File: src/hdl/pma_pkg.sv
// pma_pkg.sv
// shared types, register map and constants of the pointer motion accumulator
// no dependencies
`timescale 1ns / 1ps

package pma_pkg;

   localparam int CSR_ADDR_W = 5;
   localparam int DIV_W      = 32;

   localparam logic [31:0] ALL_ONES = 32'hFFFF_FFFF;

   localparam logic [15:0] RST_SCREEN_WIDTH  = 16'd80;
   localparam logic [15:0] RST_SCREEN_HEIGHT = 16'd25;
   localparam logic [31:0] RST_POINTER_GAIN  = 32'd300000;
   localparam logic [15:0] RST_FIRST_CODE    = 16'd1;
   localparam logic [15:0] RST_SECOND_CODE   = 16'd2;
   localparam logic [15:0] RST_THIRD_CODE    = 16'd4;

   typedef enum logic [2:0] {
      REG_SCREEN_WIDTH  = 3'd0,
      REG_SCREEN_HEIGHT = 3'd1,
      REG_POINTER_GAIN  = 3'd2,
      REG_FIRST_CODE    = 3'd3,
      REG_SECOND_CODE   = 3'd4,
      REG_THIRD_CODE    = 3'd5
   } reg_index_type;

   typedef enum logic [1:0] {
      EV_MOVE = 2'd0,
      EV_DOWN = 2'd1,
      EV_UP   = 2'd2
   } event_kind_type;

   localparam logic [1:0] BTN_NONE   = 2'd0;
   localparam logic [1:0] BTN_FIRST  = 2'd1;
   localparam logic [1:0] BTN_SECOND = 2'd2;
   localparam logic [1:0] BTN_THIRD  = 2'd3;

   typedef struct packed {
      logic [15:0] screen_width;
      logic [15:0] screen_height;
      logic [31:0] pointer_gain;
      logic [15:0] first_code;
      logic [15:0] second_code;
      logic [15:0] third_code;
      logic        size_written;
   } cfg_type;

   typedef struct packed {
      logic busy;
      logic done;
   } div_stat_type;

   // number of significant bits of a motion magnitude
   function automatic logic [4:0] bit_length(input logic [16:0] mag);
      logic [4:0] n;
      n = '0;
      for (int i = 0; i < 17; i++) begin
         if (mag[i]) n = 5'(i + 1);
      end
      return n;
   endfunction

endpackage

File: src/hdl/pma_channels.sv
// pma_channels.sv
// valid/ready channel interfaces for packets in and events out
// no dependencies
`timescale 1ns / 1ps

interface pma_req_if;
   logic               valid;
   logic               ready;
   logic signed [15:0] motion_x;
   logic signed [15:0] motion_y;
   logic        [15:0] button_flags;

   modport source (output valid, output motion_x, output motion_y, output button_flags,
                   input ready);
   modport sink (input valid, input motion_x, input motion_y, input button_flags,
                 output ready);
endinterface

interface pma_rsp_if;
   logic        valid;
   logic        ready;
   logic [1:0]  event_kind;
   logic [15:0] cell_x;
   logic [15:0] cell_y;
   logic [1:0]  button_number;
   logic        last_event;

   modport source (output valid, output event_kind, output cell_x, output cell_y,
                   output button_number, output last_event, input ready);
   modport sink (input valid, input event_kind, input cell_x, input cell_y,
                 input button_number, input last_event, output ready);
endinterface

File: src/hdl/pointer_motion_accumulator_unit.sv
// channel   dir  handshake      payload
// req_chan  in   valid/ready    motion_x, motion_y, button_flags
// rsp_chan  out  valid/ready    event_kind, cell_x, cell_y, button_number, last_event
// apb       in   psel/penable   paddr, pwdata, prdata (pready tied high)
//
// one packet at a time: the two axes in turn on the shared multiplier, then
// two divisions for the cells on the serial divider, and two more for the
// scale factors after reset or a screen size write.
// req ready is high only when no packet is in work and no event waits
// a stalled event holds in the output register until taken
// reset is synchronous; positions and previous flags clear to zero
`timescale 1ns / 1ps

module pointer_motion_accumulator_unit (
   input  logic                            clock,
   input  logic                            reset,
   pma_req_if.sink                         req_chan,
   pma_rsp_if.source                       rsp_chan,
   input  logic                            psel,
   input  logic                            penable,
   input  logic                            pwrite,
   input  logic [pma_pkg::CSR_ADDR_W-1:0]  paddr,
   input  logic [31:0]                     pwdata,
   output logic [31:0]                     prdata,
   output logic                            pready
);
   import pma_pkg::*;

   typedef enum logic [7:0] {
      ST_IDLE     = 8'b0000_0001,
      ST_MUL_A    = 8'b0000_0010,
      ST_MUL_B    = 8'b0000_0100,
      ST_ADD      = 8'b0000_1000,
      ST_DIV_GO   = 8'b0001_0000,
      ST_DIV_WAIT = 8'b0010_0000,
      ST_EMIT     = 8'b0100_0000,
      ST_OUT      = 8'b1000_0000
   } state_type;

   typedef enum logic [1:0] {
      DS_SCALE_X = 2'd0,
      DS_SCALE_Y = 2'd1,
      DS_CELL_X  = 2'd2,
      DS_CELL_Y  = 2'd3
   } div_sel_type;

   cfg_type      cfg;
   div_stat_type div_stat;

   state_type          state_ff, state_in;
   div_sel_type        div_sel_ff, div_sel_in;
   logic               axis_ff, axis_in;
   logic               scale_ok_ff, scale_ok_in;
   logic               pending_ff, pending_in;
   logic               rsp_valid_ff, rsp_valid_in;
   logic [15:0]        prev_flags_ff, prev_flags_in;
   logic [31:0]        pos_x_ff, pos_x_in;
   logic [31:0]        pos_y_ff, pos_y_in;

   logic signed [16:0] mx_ff, mx_in;
   logic signed [16:0] my_ff, my_in;
   logic               move_ff, move_in;
   event_kind_type     kind_ff, kind_in;
   logic [1:0]         btn_ff, btn_in;
   logic [31:0]        scale_x_ff, scale_x_in;
   logic [31:0]        scale_y_ff, scale_y_in;
   logic [15:0]        cell_x_ff, cell_x_in;
   logic [15:0]        cell_y_ff, cell_y_in;
   event_kind_type     out_kind_ff, out_kind_in;
   logic [1:0]         out_btn_ff, out_btn_in;
   logic               out_last_ff, out_last_in;

   // operand and result signals of the shared units
   logic signed [16:0] motion_cur;
   logic        [16:0] mag;
   logic        [4:0]  bit_len;
   logic signed [20:0] mul_a;
   logic        [31:0] mul_b;
   logic signed [53:0] mul_prod;
   logic        [31:0] pos_cur;
   logic signed [54:0] sum;
   logic        [31:0] sat_pos;
   logic               div_start;
   logic        [31:0] div_dividend, div_divisor, div_quotient;
   logic        [15:0] width_m1, height_m1;

   // button decode of the incoming beat
   logic [15:0]        flags;
   logic               flags_down;
   logic [15:0]        diff;
   logic [1:0]         btn_match;

   pma_csr u_csr (
      .clock   (clock),
      .reset   (reset),
      .psel    (psel),
      .penable (penable),
      .pwrite  (pwrite),
      .paddr   (paddr),
      .pwdata  (pwdata),
      .prdata  (prdata),
      .pready  (pready),
      .cfg     (cfg)
   );

   pma_mul u_mul (
      .clock (clock),
      .op_a  (mul_a),
      .op_b  (mul_b),
      .prod  (mul_prod)
   );

   pma_div u_div (
      .clock    (clock),
      .reset    (reset),
      .start    (div_start),
      .dividend (div_dividend),
      .divisor  (div_divisor),
      .quotient (div_quotient),
      .stat     (div_stat)
   );

   // axis datapath around the multiplier
   assign motion_cur = axis_ff ? my_ff : mx_ff;
   assign mag        = motion_cur[16] ? 17'(-motion_cur) : 17'(motion_cur);
   assign bit_len    = bit_length(mag);
   assign mul_a      = (state_ff == ST_MUL_B) ? $signed(mul_prod[20:0]) : 21'(motion_cur);
   assign mul_b      = (state_ff == ST_MUL_B) ? cfg.pointer_gain : 32'(bit_len);

   assign pos_cur = axis_ff ? pos_y_ff : pos_x_ff;
   assign sum     = $signed({23'd0, pos_cur}) + 55'(mul_prod);
   always_comb begin
      if (sum[54]) begin
         sat_pos = '0;
      end else if (|sum[53:32]) begin
         sat_pos = ALL_ONES;
      end else begin
         sat_pos = sum[31:0];
      end
   end

   // sizes below two count as two
   assign width_m1  = (cfg.screen_width < 16'd2) ? 16'd1 : cfg.screen_width - 16'd1;
   assign height_m1 = (cfg.screen_height < 16'd2) ? 16'd1 : cfg.screen_height - 16'd1;

   always_comb begin
      case (div_sel_ff)
         DS_SCALE_X: begin
            div_dividend = ALL_ONES;
            div_divisor  = 32'(width_m1);
         end
         DS_SCALE_Y: begin
            div_dividend = ALL_ONES;
            div_divisor  = 32'(height_m1);
         end
         DS_CELL_X: begin
            div_dividend = pos_x_ff;
            div_divisor  = scale_x_ff;
         end
         DS_CELL_Y: begin
            div_dividend = pos_y_ff;
            div_divisor  = scale_y_ff;
         end
         default: begin
            div_dividend = ALL_ONES;
            div_divisor  = 32'(width_m1);
         end
      endcase
   end

   // flag difference against the previous packet, later codes win
   assign flags      = req_chan.button_flags;
   assign flags_down = flags > prev_flags_ff;
   assign diff       = flags_down ? flags - prev_flags_ff : prev_flags_ff - flags;
   always_comb begin
      btn_match = BTN_NONE;
      if (diff == cfg.first_code)  btn_match = BTN_FIRST;
      if (diff == cfg.second_code) btn_match = BTN_SECOND;
      if (diff == cfg.third_code)  btn_match = BTN_THIRD;
   end

   always_comb begin
      state_in      = state_ff;
      div_sel_in    = div_sel_ff;
      axis_in       = axis_ff;
      scale_ok_in   = scale_ok_ff;
      pending_in    = pending_ff;
      rsp_valid_in  = rsp_valid_ff;
      prev_flags_in = prev_flags_ff;
      pos_x_in      = pos_x_ff;
      pos_y_in      = pos_y_ff;
      mx_in         = mx_ff;
      my_in         = my_ff;
      move_in       = move_ff;
      kind_in       = kind_ff;
      btn_in        = btn_ff;
      scale_x_in    = scale_x_ff;
      scale_y_in    = scale_y_ff;
      cell_x_in     = cell_x_ff;
      cell_y_in     = cell_y_ff;
      out_kind_in   = out_kind_ff;
      out_btn_in    = out_btn_ff;
      out_last_in   = out_last_ff;
      div_start     = 1'b0;

      case (state_ff)
         ST_IDLE: begin
            if (req_chan.valid) begin
               mx_in         = 17'(req_chan.motion_x);
               my_in         = -(17'(req_chan.motion_y));
               move_in       = (req_chan.motion_x != '0) || (req_chan.motion_y != '0);
               kind_in       = flags_down ? EV_DOWN : EV_UP;
               btn_in        = (flags != prev_flags_ff) ? btn_match : BTN_NONE;
               prev_flags_in = flags;
               axis_in       = 1'b0;
               state_in      = ST_MUL_A;
            end
         end
         ST_MUL_A: state_in = ST_MUL_B;
         ST_MUL_B: state_in = ST_ADD;
         ST_ADD: begin
            if (!axis_ff) begin
               pos_x_in = sat_pos;
               axis_in  = 1'b1;
               state_in = ST_MUL_A;
            end else begin
               pos_y_in   = sat_pos;
               div_sel_in = scale_ok_ff ? DS_CELL_X : DS_SCALE_X;
               state_in   = ST_DIV_GO;
            end
         end
         ST_DIV_GO: begin
            div_start = 1'b1;
            state_in  = ST_DIV_WAIT;
         end
         ST_DIV_WAIT: begin
            if (div_stat.done) begin
               state_in = ST_DIV_GO;
               case (div_sel_ff)
                  DS_SCALE_X: begin
                     scale_x_in = div_quotient;
                     div_sel_in = DS_SCALE_Y;
                  end
                  DS_SCALE_Y: begin
                     scale_y_in  = div_quotient;
                     scale_ok_in = 1'b1;
                     div_sel_in  = DS_CELL_X;
                  end
                  DS_CELL_X: begin
                     cell_x_in  = div_quotient[15:0];
                     div_sel_in = DS_CELL_Y;
                  end
                  DS_CELL_Y: begin
                     cell_y_in = div_quotient[15:0];
                     state_in  = ST_EMIT;
                  end
                  default: state_in = ST_EMIT;
               endcase
            end
         end
         ST_EMIT: begin
            if (move_ff) begin
               out_kind_in  = EV_MOVE;
               out_btn_in   = BTN_NONE;
               pending_in   = (btn_ff != BTN_NONE);
               out_last_in  = (btn_ff == BTN_NONE);
               rsp_valid_in = 1'b1;
               state_in     = ST_OUT;
            end else if (btn_ff != BTN_NONE) begin
               out_kind_in  = kind_ff;
               out_btn_in   = btn_ff;
               pending_in   = 1'b0;
               out_last_in  = 1'b1;
               rsp_valid_in = 1'b1;
               state_in     = ST_OUT;
            end else begin
               state_in = ST_IDLE;
            end
         end
         ST_OUT: begin
            if (rsp_chan.ready) begin
               if (pending_ff) begin
                  // button beat follows the move beat of the same packet
                  out_kind_in = kind_ff;
                  out_btn_in  = btn_ff;
                  out_last_in = 1'b1;
                  pending_in  = 1'b0;
               end else begin
                  rsp_valid_in = 1'b0;
                  state_in     = ST_IDLE;
               end
            end
         end
         default: state_in = ST_IDLE;
      endcase

      if (cfg.size_written) scale_ok_in = 1'b0;
   end

   always_ff @(posedge clock) begin
      if (reset) begin
         state_ff      <= ST_IDLE;
         div_sel_ff    <= DS_SCALE_X;
         axis_ff       <= 1'b0;
         scale_ok_ff   <= 1'b0;
         pending_ff    <= 1'b0;
         rsp_valid_ff  <= 1'b0;
         prev_flags_ff <= '0;
         pos_x_ff      <= '0;
         pos_y_ff      <= '0;
      end else begin
         state_ff      <= state_in;
         div_sel_ff    <= div_sel_in;
         axis_ff       <= axis_in;
         scale_ok_ff   <= scale_ok_in;
         pending_ff    <= pending_in;
         rsp_valid_ff  <= rsp_valid_in;
         prev_flags_ff <= prev_flags_in;
         pos_x_ff      <= pos_x_in;
         pos_y_ff      <= pos_y_in;
      end
   end

   always_ff @(posedge clock) begin
      mx_ff       <= mx_in;
      my_ff       <= my_in;
      move_ff     <= move_in;
      kind_ff     <= kind_in;
      btn_ff      <= btn_in;
      scale_x_ff  <= scale_x_in;
      scale_y_ff  <= scale_y_in;
      cell_x_ff   <= cell_x_in;
      cell_y_ff   <= cell_y_in;
      out_kind_ff <= out_kind_in;
      out_btn_ff  <= out_btn_in;
      out_last_ff <= out_last_in;
   end

   assign req_chan.ready         = (state_ff == ST_IDLE);
   assign rsp_chan.valid         = rsp_valid_ff;
   assign rsp_chan.event_kind    = out_kind_ff;
   assign rsp_chan.cell_x        = cell_x_ff;
   assign rsp_chan.cell_y        = cell_y_ff;
   assign rsp_chan.button_number = out_btn_ff;
   assign rsp_chan.last_event    = out_last_ff;

endmodule

File: src/hdl/pma_csr.sv
// pma_csr.sv
// apb register file: screen size, gain and button codes
// depends on pma_pkg
`timescale 1ns / 1ps

module pma_csr (
   input  logic                              clock,
   input  logic                              reset,
   input  logic                              psel,
   input  logic                              penable,
   input  logic                              pwrite,
   input  logic [pma_pkg::CSR_ADDR_W-1:0]    paddr,
   input  logic [31:0]                       pwdata,
   output logic [31:0]                       prdata,
   output logic                              pready,
   output pma_pkg::cfg_type                  cfg
);
   import pma_pkg::*;

   logic [15:0] width_ff, width_in;
   logic [15:0] height_ff, height_in;
   logic [31:0] gain_ff, gain_in;
   logic [15:0] code1_ff, code1_in;
   logic [15:0] code2_ff, code2_in;
   logic [15:0] code3_ff, code3_in;
   logic        size_wr_ff, size_wr_in;
   logic        wr_en;
   logic [2:0]  index;

   assign pready = 1'b1;
   assign wr_en  = psel && penable && pwrite;
   assign index  = paddr[4:2];

   always_comb begin
      width_in   = width_ff;
      height_in  = height_ff;
      gain_in    = gain_ff;
      code1_in   = code1_ff;
      code2_in   = code2_ff;
      code3_in   = code3_ff;
      size_wr_in = 1'b0;
      if (wr_en) begin
         case (index)
            REG_SCREEN_WIDTH: begin
               width_in   = pwdata[15:0];
               size_wr_in = 1'b1;
            end
            REG_SCREEN_HEIGHT: begin
               height_in  = pwdata[15:0];
               size_wr_in = 1'b1;
            end
            REG_POINTER_GAIN: gain_in  = pwdata;
            REG_FIRST_CODE:   code1_in = pwdata[15:0];
            REG_SECOND_CODE:  code2_in = pwdata[15:0];
            REG_THIRD_CODE:   code3_in = pwdata[15:0];
            default: ;
         endcase
      end
   end

   always_ff @(posedge clock) begin
      if (reset) begin
         width_ff   <= RST_SCREEN_WIDTH;
         height_ff  <= RST_SCREEN_HEIGHT;
         gain_ff    <= RST_POINTER_GAIN;
         code1_ff   <= RST_FIRST_CODE;
         code2_ff   <= RST_SECOND_CODE;
         code3_ff   <= RST_THIRD_CODE;
         size_wr_ff <= 1'b0;
      end else begin
         width_ff   <= width_in;
         height_ff  <= height_in;
         gain_ff    <= gain_in;
         code1_ff   <= code1_in;
         code2_ff   <= code2_in;
         code3_ff   <= code3_in;
         size_wr_ff <= size_wr_in;
      end
   end

   always_comb begin
      case (index)
         REG_SCREEN_WIDTH:  prdata = {16'd0, width_ff};
         REG_SCREEN_HEIGHT: prdata = {16'd0, height_ff};
         REG_POINTER_GAIN:  prdata = gain_ff;
         REG_FIRST_CODE:    prdata = {16'd0, code1_ff};
         REG_SECOND_CODE:   prdata = {16'd0, code2_ff};
         REG_THIRD_CODE:    prdata = {16'd0, code3_ff};
         default:           prdata = '0;
      endcase
   end

   assign cfg.screen_width  = width_ff;
   assign cfg.screen_height = height_ff;
   assign cfg.pointer_gain  = gain_ff;
   assign cfg.first_code    = code1_ff;
   assign cfg.second_code   = code2_ff;
   assign cfg.third_code    = code3_ff;
   assign cfg.size_written  = size_wr_ff;

endmodule

File: src/hdl/pma_mul.sv
// pma_mul.sv
// shared registered multiplier: signed 21-bit by unsigned 32-bit
// no dependencies
`timescale 1ns / 1ps

module pma_mul (
   input  logic               clock,
   input  logic signed [20:0] op_a,
   input  logic        [31:0] op_b,
   output logic signed [53:0] prod
);
   logic signed [53:0] prod_ff, prod_in;

   assign prod_in = op_a * $signed({1'b0, op_b});

   always_ff @(posedge clock) begin
      prod_ff <= prod_in;
   end

   assign prod = prod_ff;

endmodule

File: src/hdl/pma_div.sv
// pma_div.sv
// restoring divider, one quotient bit per cycle
// depends on pma_pkg
`timescale 1ns / 1ps

module pma_div (
   input  logic                         clock,
   input  logic                         reset,
   input  logic                         start,
   input  logic [pma_pkg::DIV_W-1:0]    dividend,
   input  logic [pma_pkg::DIV_W-1:0]    divisor,
   output logic [pma_pkg::DIV_W-1:0]    quotient,
   output pma_pkg::div_stat_type        stat
);
   import pma_pkg::*;

   localparam int CNT_W = $clog2(DIV_W + 1);

   logic             busy_ff, busy_in;
   logic             done_ff, done_in;
   logic [CNT_W-1:0] count_ff, count_in;
   logic [DIV_W-1:0] rem_ff, rem_in;
   logic [DIV_W-1:0] quo_ff, quo_in;
   logic [DIV_W-1:0] den_ff, den_in;
   logic [DIV_W+1:0] trial;

   assign trial = {1'b0, rem_ff, quo_ff[DIV_W-1]} - {2'b00, den_ff};

   always_comb begin
      busy_in  = busy_ff;
      done_in  = 1'b0;
      count_in = count_ff;
      rem_in   = rem_ff;
      quo_in   = quo_ff;
      den_in   = den_ff;
      if (start) begin
         busy_in  = 1'b1;
         count_in = CNT_W'(DIV_W);
         rem_in   = '0;
         quo_in   = dividend;
         den_in   = divisor;
      end else if (busy_ff) begin
         if (!trial[DIV_W+1]) begin
            rem_in = trial[DIV_W-1:0];
            quo_in = {quo_ff[DIV_W-2:0], 1'b1};
         end else begin
            rem_in = {rem_ff[DIV_W-2:0], quo_ff[DIV_W-1]};
            quo_in = {quo_ff[DIV_W-2:0], 1'b0};
         end
         count_in = count_ff - 1'b1;
         if (count_ff == CNT_W'(1)) begin
            busy_in = 1'b0;
            done_in = 1'b1;
         end
      end
   end

   always_ff @(posedge clock) begin
      if (reset) begin
         busy_ff <= 1'b0;
         done_ff <= 1'b0;
      end else begin
         busy_ff <= busy_in;
         done_ff <= done_in;
      end
   end

   always_ff @(posedge clock) begin
      count_ff <= count_in;
      rem_ff   <= rem_in;
      quo_ff   <= quo_in;
      den_ff   <= den_in;
   end

   assign quotient  = quo_ff;
   assign stat.busy = busy_ff;
   assign stat.done = done_ff;

endmodule

File: src/flat_wrapper.sv
// flat-port wrapper written by rule: the top's interface ports become plain ports
module pointer_motion_accumulator_unit_flat import pma_pkg::*;
  (clock, reset, psel, penable, pwrite, paddr, pwdata, prdata, pready, req_chan_valid, req_chan_motion_x, req_chan_motion_y, req_chan_button_flags, req_chan_ready, rsp_chan_valid, rsp_chan_event_kind, rsp_chan_cell_x, rsp_chan_cell_y, rsp_chan_button_number, rsp_chan_last_event, rsp_chan_ready);
  pma_req_if req_chan_i ();
  pma_rsp_if rsp_chan_i ();
  input  logic clock;
  input  logic reset;
  input  logic psel;
  input  logic penable;
  input  logic pwrite;
  input  logic [pma_pkg::CSR_ADDR_W-1:0] paddr;
  input  logic [31:0] pwdata;
  output logic [31:0] prdata;
  output logic pready;
  input wire logic [$bits(req_chan_i.valid)-1:0] req_chan_valid;
  input wire logic [$bits(req_chan_i.motion_x)-1:0] req_chan_motion_x;
  input wire logic [$bits(req_chan_i.motion_y)-1:0] req_chan_motion_y;
  input wire logic [$bits(req_chan_i.button_flags)-1:0] req_chan_button_flags;
  output wire logic [$bits(req_chan_i.ready)-1:0] req_chan_ready;
  output wire logic [$bits(rsp_chan_i.valid)-1:0] rsp_chan_valid;
  output wire logic [$bits(rsp_chan_i.event_kind)-1:0] rsp_chan_event_kind;
  output wire logic [$bits(rsp_chan_i.cell_x)-1:0] rsp_chan_cell_x;
  output wire logic [$bits(rsp_chan_i.cell_y)-1:0] rsp_chan_cell_y;
  output wire logic [$bits(rsp_chan_i.button_number)-1:0] rsp_chan_button_number;
  output wire logic [$bits(rsp_chan_i.last_event)-1:0] rsp_chan_last_event;
  input wire logic [$bits(rsp_chan_i.ready)-1:0] rsp_chan_ready;
  assign req_chan_i.valid = req_chan_valid;
  assign req_chan_i.motion_x = req_chan_motion_x;
  assign req_chan_i.motion_y = req_chan_motion_y;
  assign req_chan_i.button_flags = req_chan_button_flags;
  assign req_chan_ready = req_chan_i.ready;
  assign rsp_chan_valid = rsp_chan_i.valid;
  assign rsp_chan_event_kind = rsp_chan_i.event_kind;
  assign rsp_chan_cell_x = rsp_chan_i.cell_x;
  assign rsp_chan_cell_y = rsp_chan_i.cell_y;
  assign rsp_chan_button_number = rsp_chan_i.button_number;
  assign rsp_chan_last_event = rsp_chan_i.last_event;
  assign rsp_chan_i.ready = rsp_chan_ready;
  pointer_motion_accumulator_unit u_core (.clock(clock), .reset(reset), .req_chan(req_chan_i), .rsp_chan(rsp_chan_i), .psel(psel), .penable(penable), .pwrite(pwrite), .paddr(paddr), .pwdata(pwdata), .prdata(prdata), .pready(pready));
endmodule
File: config.mk
export PLATFORM = sky130hd
export DESIGN_NAME = pointer_motion_accumulator_unit_flat
export DESIGN_NICKNAME = d
export VERILOG_FILES = /design/src/hdl/pma_pkg.sv /design/src/hdl/pma_channels.sv /design/src/hdl/pointer_motion_accumulator_unit.sv /design/src/hdl/pma_csr.sv /design/src/hdl/pma_mul.sv /design/src/hdl/pma_div.sv /design/src/flat_wrapper.sv
export SDC_FILE = /design/constraint.sdc
export NUM_CORES = 2
export LEC_CHECK = 0
export ABC_CLOCK_PERIOD_IN_PS = 10200
export BUFFER_PORTS_ARGS = -buffer_cell sky130_fd_sc_hd__clkbuf_2
export CAP_MARGIN = 20
export CORE_MARGIN = 2
export CORE_UTILIZATION = 65
export DETAILED_ROUTE_END_ITERATION = 6
export MAX_ROUTING_LAYER = met4
export PLACE_DENSITY_LB_ADDON = 0.05
export RECOVER_POWER = 25
export SKIP_CTS_REPAIR_TIMING = 1
export SYNTH_ARGS = -nofsm -noshare
export SYNTH_HDL_FRONTEND = slang
export SYNTH_SLANG_ARGS = --single-unit
File: constraint.sdc
create_clock -name clock -period 10.2 [get_ports clock]
set_input_delay 2.04 -clock clock [delete_from_list [all_inputs] [get_ports clock]]
set_output_delay 2.04 -clock clock [all_outputs]
set_load 0.01 [all_outputs]
## After elaboration in Yosys (flattened, before gate mapping)

Index checks and enable logic that the tools add are counted.

| storage, ports and cells | value |
|---|---|
| flip-flop bits (word level) | 504 |
| input bits | 92 |

| operators by class | value |
|---|---|
| $mul | 1 |
| $lt $le $gt $ge | 3 |
| muxes and demuxes | 83 |
| reductions and logical operators | 38 |
| equality and inequality tests | 29 |
| bitwise operators | 3 |
| add/subtract/negate cells | 9 |

Operators by type and width:

| kind | count |
|---|---|
| $mux W32 | 7 |
| $pmux W32 S6 | 1 |
| $pmux W32 S4 | 1 |
| $pmux W32 S3 | 1 |
| $pmux W8 S8 | 1 |
| $add A33 B54 Y55 | 1 |
| $mul A21 B33 Y54 | 1 |
| $eq A16 B16 Y1 | 3 |
| $mux W16 | 3 |
| $mux W8 | 6 |
| $mux W17 | 2 |
| $sub A33 B32 Y34 | 1 |
| $lt A16 B2 Y1 const B | 2 |
| $mux W2 | 16 |
| $mux W4 | 8 |
| $reduce_bool A16 Y1 | 2 |
| $sub A16 B1 Y16 const B | 2 |
| $sub A16 B16 Y16 | 2 |
| $reduce_or A22 Y1 | 1 |
| $mux W21 | 1 |
| $mux W1 | 20 |
| $reduce_and A2 Y1 | 10 |
| $neg A16 Y17 | 1 |
| $neg A17 Y17 | 1 |
| other kinds (37) | 72 |

## Longest topological paths before layout

| logic depth | value |
|---|---|
| word-level depth | 22 |
| gate-level depth with buffers | 41 |

## By module

Synthesis repeated with hierarchy kept, for this count alone.

| second synthesis, totals | value |
|---|---|
| cells, all modules | 5666 |
| area, all modules | 51277.9 um2 |

Modules (own cells, without submodules):

| module | cells an instance | instances | area an instance (um2) |
|---|---|---|---|
| pma_mul | 2636 | 1 | 23588.9 |
| pointer_motion_accumulator_unit | 1826 | 1 | 16355.7 |
| pma_div | 580 | 1 | 5997.0 |
| pma_csr | 624 | 1 | 5336.4 |

## Least setup slack after synthesis

OpenSTA, ideal clock, no wires.

| path | value |
|---|---|
| kind | register -> register |
| from | register u_core.axis_ff |
| to | register u_core.u_mul.prod_ff[53] (netlist: u_core.u_mul.prod[53]) |
| cell stages (with the launch flop) | 39 |
| arrival | 9.251 ns |
| period minus slack after synthesis | 9.329 ns |
| slack | 0.871 ns |
| buffers on the path | 4 |
| library setup time | 0.079 ns |
| cells stage by stage | dfxtp_1 clkbuf_1 buf_2 buf_2 mux2_2 inv_1 ha_1 o221ai_1 or2_2 o41ai_1 xnor2_1 nand2_1 nor3_1 nand2_1 a32o_1 clkbuf_1 and2_1 fa_1 [... 3 more ...] fa_1 inv_1 fa_1 fa_1 inv_1 fa_1 inv_1 ha_1 a21o_1 a21o_1 a21oi_1 nand3_1 o221a_2 a21oi_1 o21a_1 o21ai_0 a2111o_1 o211ai_1 |

| on the way | value |
|---|---|
| word-level cells in the longest chain between the ends | 22 |

RTL lines:

| element | RTL line | source |
|---|---|---|
| start, declared | pointer_motion_accumulator_unit.sv:52 | `logic axis_ff, axis_in;` |
| start signal, assigned | pointer_motion_accumulator_unit.sv:314 | `axis_ff <= axis_in;` |
| $mux W17 * | pointer_motion_accumulator_unit.sv:124 | `assign motion_cur = axis_ff ? my_ff : mx_ff;` |
| $neg A17 Y17 | pointer_motion_accumulator_unit.sv:125 | `assign mag = motion_cur[16] ? 17'(-motion_cur) : 17'(motion_cur);` |
| $mux W17 | pointer_motion_accumulator_unit.sv:125 |  |
| $mux W1 | pma_pkg.sv:60 | `if (mag[i]) n = 5'(i + 1);` |
| $mux W2 (2 in a row) | pma_pkg.sv:60 |  |
| $mux W3 (4 in a row) | pma_pkg.sv:60 |  |
| $mux W4 (8 in a row) | pma_pkg.sv:60 |  |
| $mux W5 (2 in a row) | pma_pkg.sv:60 |  |
| $mux W32 | pointer_motion_accumulator_unit.sv:128 | `assign mul_b = (state_ff == ST_MUL_B) ? cfg.pointer_gain : 32'(bit_len);` |
| $mul A21 B33 Y54 * | pma_mul.sv:14 | `assign prod_in = op_a * $signed({1'b0, op_b});` |
| via u_core.u_mul.prod_in[53] | pma_mul.sv:12 | `logic signed [53:0] prod_ff, prod_in;` |
| end signal, assigned | pma_mul.sv:17 | `prod_ff <= prod_in;` |
| end, declared | pma_mul.sv:12 |  |

Mark *: on every way through the listed nets, which the timed path passes. The rest lies on a longest branch.
A chain may end at the register's enable or synchronous reset.

## Worst setup path after layout

| path | value |
|---|---|
| from | register u_core.axis_ff |
| to | register u_core.u_mul.prod_ff[52] (netlist: u_core.u_mul.prod[52]) |

Same word-level chain as after synthesis.

==> qor.csv <==
stage,metric,value,unit
sta,setup tns final,0,ps
sta,Rel. slew slack,-84.3,%
critical_path,Setup Crit Path Kind,reg -> reg,
critical_path,r2r worst-path depth,35,
synthesis,register area share after synthesis,24.7,%
grt,"Remaining Overflow, GRT",0,
clocking,Clock Pin Slew Worst Setup and Hold Paths,60,ps
die,Top Ports,164,
sta,Final setup viols,0,
run_status,failing checks,"design-rule violations, max-capacitance violations, max-slew violations",
synthesis,Synth Area in Adders,31.1,%
sta,Setup Skew,93.0,ps
clocking,CTS tree,done,
power_and_ir_drop,PwrDens,208,nW/um2
grt,GRT Total Usage,38.3,%
critical_path,Startpoint Class,flop,
synthesis,Ys Warns,0,
critical_path,WP data arrival,10120,ps
synthesis,commonest cells in the netlist,"nand2_1 (891), inv_1 (744), fa_1 (572)",
grt,initial antenna violation count,3,
clocking,Clock Path Buffers,3,
grt,number of global-route vias before repair,40200,
job,Max Cap Viol,3,
place,port bufs,160,
sta,period utilization,93.5,%
grt,first-pass GRT wire length,224000,um
critical_path,Crit path top cell by count,fa_1,
route,WL/cell,22.0,um
synthesis,simple-gate share of the synthesized area,16.5,%
synthesis,"Avg Cell Area, Syn",9.00,um2
synthesis,mux share of post-synthesis cell area,1.97,%
finish,P&R area growth vs syn,7.05,%
synthesis,syn nets,6425,
clocking,Root Driver,clkbuf_16,
synthesis,synthesized area,49100,um2
synthesis,Seq cells post-synth,504,
route,vias per cell,6.16,
clocking,cts bufs inserted,54,
clocking,H-tree depth,2,
route,Final ANT Viol Nets,0,
route,Residual DRC,15,
synthesis,Async SR Flop Fraction,0,%
finish,Nets,6421,
die,die width,279,um
critical_path,worst r2r src,u_core.axis_ff,
die,placeable core area,74600,um2
synthesis,Synth top area share,23.3,%
route,Initial DRC Count,3567,
finish,share of layout cells above drive strength 1,8.02,%
die,Initial Util,65.8,%
sta,Slew Limit Fails,126,
place,hpwl dp,108000,um
synthesis,"EDFF count, synth",203,
synthesis,Post-Synth XOR/XNOR Area,3.83,%
critical_path,Critical-path top delay cell,fa_1,
sta,Tmin final,9530,ps
place,pre-CTS setup slack,350,ps
sta,Final Hold Vio Count,0,
power_and_ir_drop,peak supply drop,273,uV
run_status,status,"finished, violations left",
die,Die ar.,77700,um2
die,die height,279,um
min_path,hold depth,1,
critical_path,kind of end point of the critical path,flop,
synthesis,post-synthesis compound-gate area fraction,13.6,%
critical_path,crit path launch,u_core.axis_ff,
place,GP Congestion,0.975,
min_path,hold path start,u_core.u_csr.size_wr_ff,
route,final WL,142000,um
clocking,CTS sink cnt,504,
synthesis,most frequent cell after synthesis,nand2_1,
sta,RSZ-0062 raised after global routing,no,
synthesis,Yosys cell types,101,
synthesis,largest family of logic cells by synthesized area,adder cells,
min_path,min-delay worst type,reg -> reg,
sta,final setup margin,666,ps
clocking,Skew-Pair Late Insertion Delay,660,ps
die,# rows,100,
sta,Max Clk Rate,105,MHz
critical_path,Worst Path Max Fanout,17,
synthesis,"top cells by area, synth","fa_1 (23%), edfxtp_1 (12%), dfxtp_1 (12%), ha_1 (7.7%), nand2_1 (6.8%)",
synthesis,"area leader, netlist",fa_1,
route,DR vias,39800,
grt,largest net degree at the start of global routing,86,
power_and_ir_drop,total power,10900,uW
route,drt first pass iters,7,
sta,Least-Margin Pin Slew,2760,ps
critical_path,CP peak stage delay,550,ps
synthesis,cell count after synthesis,5457,
critical_path,Worst EP required,10790,ps
synthesis,"Top FF cell, synth",dfxtp_1,
power_and_ir_drop,P_leak,0.0237,uW
[metal layers]
| metal | part of all wire [%] | up-vias | GRT usage [%] |
|---|---|---|---|
| li1 | - | 18200 | - |
| met5 | 0 | - | - |
| met4 | 6.5 | 0 | 21.0 |
| met1 | 39 | 19600 | 46.9 |
| met2 | 48 | 1677 | 62.4 |
| met3 | 7.2 | 410 | 4.43 |
[state kept, by name, indices dropped and copies added, names as in the netlist, 6 cells and up]
signal	cells
u_core.u_csr.code1_ff	16
u_core.rsp_chan.cell_x	16
u_core.u_csr.height_ff	16
u_core.pos_y_ff	32
u_core.pos_x_ff	32
u_core.scale_x_ff	32
u_core.my_ff	17
u_core.state_ff	8
u_core.u_div.count_ff	6
u_core.u_csr.width_ff	16
u_core.prev_flags_ff	16
u_core.u_div.den_ff	32
u_core.u_mul.prod	54
u_core.u_csr.code3_ff	16
u_core.u_div.rem_ff	32
u_core.rsp_chan.cell_y	16
u_core.u_csr.gain_ff	32
u_core.scale_y_ff	32
u_core.mx_ff	16
u_core.u_csr.code2_ff	16
u_core.u_div.quotient	32
[report_power, final]
group,switching (uW),internal (uW)
Sequential,487,2290
Clock,892,1140
Combinational,3670,2460
[cells in the final DEF, fill, tap and decap left out, drive strengths merged, types with 82 or more instances in the layout]
cell / count
clkbuf: 235
fa: 572
nor2: 227
edfxtp: 203
buf: 95
ha: 304
and3: 141
inv: 753
xnor2: 125
a21oi: 289
nand3: 82
o21ai: 125
dfxtp: 301
and2: 100
a22oi: 102
nand2: 891
[area by class of cell]
type	count	area, um2
Sequential cell	504	12100
Fill cell	5982	22000
Antenna cell	3	7.51
Clock inverter	29	334
Clock buffer	73	1520
Multi-Input combinational cell	3890	33000
Timing Repair Buffer	257	1540
Inverter	746	2800
Tap cell	969	1210
[through the flow]
| step | hold WS [ps] | instances | area [um2] | util [%] |
|---|---|---|---|---|
| after floorplan | 373 | 5457 | 49100 | - |
| after global placement | 395 | 6365 | 50700 | 68.0 |
| after detailed placement | 412 | 6365 | 50700 | 68.0 |
| after CTS | 409 | 6467 | 52500 | 70.4 |
| after global routing | 424 | 6470 | 52500 | 70.5 |
| final | 418 | 6471 | 52500 | 70.5 |
[kinds of logic (layout without fill, tap and decap cells)]
kind of cell,Yosys count,count (layout)
multiplexers,90,90
buffers and inverters,1063,1105
XOR/XNOR,203,203
AO/OA/AOI/OAI,978,978
other,1,4
adder cells (fa/ha/maj),876,876
AND/OR/NAND/NOR,1742,1742
flip-flops,504,504
[path summary, 6_finish.rpt]
| path | endpoint | slack (ps) |
|---|---|---|
| hold reg to reg | u_core.scale_ok_ff | 420 |
| hold / removal | u_core.scale_ok_ff | 420 |
| setup reg to reg | u_core.u_mul.prod[52] | 670 |
| setup / recovery | u_core.u_mul.prod[52] | 670 |
[worst max-delay path: cells and delay by family, from the launching register on]
kind | cells | cell delay, ps
flops | 1 | 470
simple gates | 7 | 1290
fa+ha+maj | 9 | 3730
compound gates | 11 | 2900
mux | 1 | 400
xor+xnor | 1 | 190
buf+inv | 6 | 520
Power figures use the tool's default switching activity.
